`src/hw/rtl/sfb_pkg.sv`:
```
// Package for the shape fit-to-box block: widths, constants, state encoding
// and the command/status structs between controller and datapath.
// No dependencies.
package sfb_pkg;

   localparam int MAX_POINTS_DEF      = 64;
   localparam int COORD_FRAC_BITS_DEF = 8;

   localparam int COORD_W  = 24;
   localparam int BOX_W    = 12;
   localparam int TRIG_W   = 16;
   localparam int CENTRE_W = 21;
   localparam int SUM_W    = 31;

   // configuration register indexes
   localparam logic [2:0] REG_BOX_LEFT   = 3'd0;
   localparam logic [2:0] REG_BOX_TOP    = 3'd1;
   localparam logic [2:0] REG_BOX_WIDTH  = 3'd2;
   localparam logic [2:0] REG_BOX_HEIGHT = 3'd3;
   localparam logic [2:0] REG_COS        = 3'd4;
   localparam logic [2:0] REG_SIN        = 3'd5;

   typedef enum logic [2:0] {
      ST_LOAD,
      ST_MEAN,
      ST_MEAN_WAIT,
      ST_SCALE,
      ST_TRIG,
      ST_EMIT
   } state_type;

   // controller to datapath
   typedef struct packed {
      logic load;        // store and accumulate the accepted point
      logic start_mean;  // start both mean divisions
      logic start_scale; // pick the term and start the scale division
      logic trig;        // form scaled cos and sin
      logic emit_first;  // first read of the store
      logic emit_next;   // output taken, advance the walk
      logic clear;       // empty the set
   } dp_cmd_type;

   // datapath to controller
   typedef struct packed {
      logic empty;       // no point stored in the set
      logic div_busy;
      logic out_valid;
      logic walk_done;   // last stored point is in the output register
   } dp_stat_type;

endpackage

```
`src/hw/rtl/sfb_ctrl.sv`:
```
// Sequencer: load, means, scale, trig factors, walk over the store.
// Depends on sfb_pkg.
module sfb_ctrl (
   input  logic                 clock,
   input  logic                 reset,
   input  logic                 req_valid,
   input  logic                 req_last,
   output logic                 req_ready,
   input  logic                 rsp_ready,
   input  sfb_pkg::dp_stat_type stat,
   output sfb_pkg::dp_cmd_type  cmd
);
   import sfb_pkg::*;

   state_type state_ff, state_in;
   logic      wait_ff, wait_in;   // division started, busy not yet seen

   always_ff @(posedge clock) begin
      if (reset) begin
         state_ff <= ST_LOAD;
         wait_ff  <= 1'b0;
      end else begin
         state_ff <= state_in;
         wait_ff  <= wait_in;
      end
   end

   always_comb begin
      state_in  = state_ff;
      wait_in   = 1'b0;
      cmd       = '0;
      req_ready = 1'b0;
      unique case (state_ff)
         ST_LOAD: begin
            req_ready = 1'b1;
            if (req_valid) begin
               cmd.load = 1'b1;
               if (req_last) state_in = ST_MEAN;
            end
         end
         // sums and count now include the last point
         ST_MEAN: begin
            if (stat.empty) begin
               state_in  = ST_LOAD;
               cmd.clear = 1'b1;
            end else begin
               state_in       = ST_MEAN_WAIT;
               cmd.start_mean = 1'b1;
               wait_in        = 1'b1;
            end
         end
         ST_MEAN_WAIT: begin
            if (!wait_ff && !stat.div_busy) begin
               state_in        = ST_SCALE;
               cmd.start_scale = 1'b1;
               wait_in         = 1'b1;
            end
         end
         ST_SCALE: begin
            if (!wait_ff && !stat.div_busy) begin
               state_in = ST_TRIG;
               cmd.trig = 1'b1;
            end
         end
         ST_TRIG: begin
            state_in       = ST_EMIT;
            cmd.emit_first = 1'b1;
         end
         ST_EMIT: begin
            if (stat.out_valid && rsp_ready) begin
               if (stat.walk_done) begin
                  state_in  = ST_LOAD;
                  cmd.clear = 1'b1;
               end else begin
                  cmd.emit_next = 1'b1;
               end
            end
         end
         default: state_in = ST_LOAD;
      endcase
   end
endmodule

```
`config.mk`:
```
export PLATFORM = sky130hd
export DESIGN_NAME = sfb_ctrl
export DESIGN_NICKNAME = d
export VERILOG_FILES = /design/src/hw/rtl/sfb_pkg.sv /design/src/hw/rtl/sfb_ctrl.sv
export SDC_FILE = /design/constraint.sdc
export NUM_CORES = 1
export LEC_CHECK = 0
export ABC_AREA = 0
export ABC_CLOCK_PERIOD_IN_PS = 3100
export BUFFER_PORTS_ARGS = -buffer_cell sky130_fd_sc_hd__buf_4
export CAP_MARGIN = 20
export CORE_AREA = 10 10 47 49
export DETAILED_ROUTE_END_ITERATION = 10
export DIE_AREA = 0 0 57 59
export GPL_ROUTABILITY_DRIVEN = 0
export MAX_ROUTING_LAYER = met4
export PLACE_DENSITY_LB_ADDON = 0.05
export SLEW_MARGIN = 20
export SYNTH_ARGS = -nofsm -noshare
export SYNTH_HDL_FRONTEND = slang
export SYNTH_SLANG_ARGS = --single-unit
```
`constraint.sdc`:
```
create_clock -name clock -period 3.1 [get_ports clock]
set_clock_uncertainty 0.1 [all_clocks]
set_input_delay 0.465 -clock clock [delete_from_list [all_inputs] [get_ports clock]]
set_output_delay 0.465 -clock clock [all_outputs]
set_load 0.01 [all_outputs]
```
==> results.json <==
{
  "status": "complete, no violations",
  "core-area_um2": 1400,
  "vias_per_cell": 4.63,
  "antenna_found_initial": 0,
  "crit_family": "simple AND/OR/NAND/NOR gates",
  "ff2ff_path_depth": 3,
  "finalCriticalPeriod_ns": 2.11,
  "clkSlewWorstSetupHoldPaths_ns": 0.03,
  "synth_adder_area_share": 0,
  "drc": 0,
  "vdd_drop_max_v": 0.000193,
  "multi_input_area_um2": 188,
  "design.die.area_um2": 3360,
  "cap_violations": 0,
  "synth-edff-count": 0,
  "worstSetupPathType": "register to output port",
  "synth_area_leaders": "dfxtp_1, nor3_1, nor2b_1",
  "root_buffer": "clkbuf_4",
  "crit_path_max_fanout": 10,
  "slew_headroom": 0.782,
  "finalCritPeriodShare": 0.680,
  "layout.cells.most_common_list": "buf_4, nor3_1, dfxtp_1, clkbuf_4",
  "grt_pass1_wl_mm": 1.52,
  "syn_avg_cell_area_um2": 7.70,
  "hold_depth": 2,
  "hold_violations": 0,
  "ios": 17,
  "die_x_um": 57,
  "cts_tree": "built",
  "initial_core_util": 0.209,
  "post_cts_buffers": 0,
  "synth_seq_cells": 4,
  "synth_top_area_frac": 0.274,
  "place_hpwl_um": 756,
  "cts_resized": 0,
  "crit_required_ns": 2.53,
  "final_util": 0.313,
  "final_cells": 70,
  "setup_viol": 0,
  "fp.dieH_um": 59,
  "cts_buffer_depth": 2,
  "grt_max_degree": 12,
  "wl_um": 885,
  "yosys.area.top_type": "dfxtp_1",
  "synthDistinctLibCells": 24,
  "vias": 324,
  "dp_slack_ns": 1.13,
  "synth_seq_area_share": 0.274,
  "clk_latency_ns": 0.23,
  "worstSetupPathDepth": 4,
  "synth_compound_area_frac": 0.175,
  "cp_slowest_stage_delay_ns": 0.48,
  "drive_gt1_frac": 0.407,
  "min_path_type": "input port to register",
  "overflow": 0,
  "clock_sinks": 4,
  "final_common_cell": "buf_4",
  "synth_ff_type": "dfxtp_1",
  "syn-cell-area_um2": 293,
  "crit_path_start_kind": "register",
  "grt_usage": 0.0594,
  "setup_slack_ns": 0.991,
  "numCtsBuffers": 3,
  "fin_tns_setup_ns": 0,
  "leakage_nw": 0.186,
  "drt_iter0_drc": 4,
  "max_freq_mhz": 474,
  "slowest_stage": "dfxtp_1",
  "synth_top_family_by_area": "simple AND/OR/NAND/NOR gates",
  "first_pass_iters": 4,
  "antenna_left": 0,
  "area_growth_pct": 49.6,
  "placed_cells": 67,
  "wl_per_cell_um": 12.6,
  "ff_latch_area_um2": 80.1,
  "port_buffers": 16,
  "muxShareOfSynthArea": 0.0726,
  "crit_chain": "or3b_1 -> or2_1 -> inv_1 -> buf_4",
  "worstPathArrival_ns": 1.54,
  "grt_pass1_vias": 346,
  "synthCells": 38,
  "final_nets": 65,
  "p_per_area_nw_per_um2": 348,
  "cts.htree.levels": 1,
  "hold_buffers": 0,
  "rsz0062_at_grt": "no",
  "synth.net_count": 47,
  "worst_pin_slew_ns": 0.318,
  "critPathBufInv": 2,
  "num_antenna_cells": 0,
  "nFillCells": 172,
  "endpoint_kind": "output port",
  "async_reset_ff_frac": 0,
  "synth-simple-area-share": 0.393,
  "yosys_warnings": 0,
  "final_max_slew_viol_count": 0,
  "synth_xor_area_frac": 0,
  "rows": 14
}
[metrics by stage]
stage	hold slack (ns)	total power, mW	area, µm²
after CTS	0.318	0.157	438
after global routing	0.324	0.166	438
after detailed placement	0.530	0.0915	415
after floorplan	0.427	0.0741	293
final	0.323	0.152	438
after global placement	0.519	0.0908	415
[metal layers]
metal  share of wire  wire, µm  vias up  GRT usage
met4               0         0        0     0.0201
met1            0.40       356      148     0.0555
met5               0         0        -          -
met3           0.043        38        0     0.0279
li1                -         -      168          -
met2            0.55       489        8      0.105
[Yosys cell counts, types with 2 or more instances]
| cell | n |
|---|---|
| a21oi_1 | 2 |
| buf_2 | 2 |
| dfxtp_1 | 4 |
| inv_1 | 2 |
| nor2_1 | 2 |
| nor2b_1 | 2 |
| nor3_1 | 7 |
[logic make-up after synthesis]
family,Yosys count
simple gates,20
buf+inv,5
flops,4
compound gates,7
mux,2
[path summary, 6_finish.rpt]
check                                              start                        to  slack, ns
worst min-delay path                               reset  state_ff[2]$_SDFFE_PP0P_       0.32
worst max register to register  state_ff[0]$_SDFFE_PP0P_  state_ff[2]$_SDFFE_PP0P_       1.69
worst max-delay path            state_ff[0]$_SDFFE_PP0P_                    cmd[3]       0.99
worst min register to register  state_ff[2]$_SDFFE_PP0P_  state_ff[1]$_SDFFE_PP0P_       0.54
[worst reg2reg max path: stages, from the launching register on]
cell	delay, ns
dfxtp_1	0.48
or3b_1	0.40
or2_1	0.26
a21oi_2	0.11
[area by class of cell]
type                       instances  area share
timing repair buffer              16       0.274
inverter                           2      0.0171
tap                               16      0.0457
multi-input combinational         29       0.429
sequential                         4       0.183
clock buffer                       3      0.0514
[power by group]
part           internal (mW)  switching (mW)
combinational         0.0191          0.0129
sequential            0.0540         0.00429
clock                 0.0431          0.0190
total                  0.116          0.0362
[registers in the layout, summed over array words and instances, names as in the netlist]
name / flops
state_ff: 3
wait_ff: 1
Note: power is estimated with default switching activity, not from simulation.
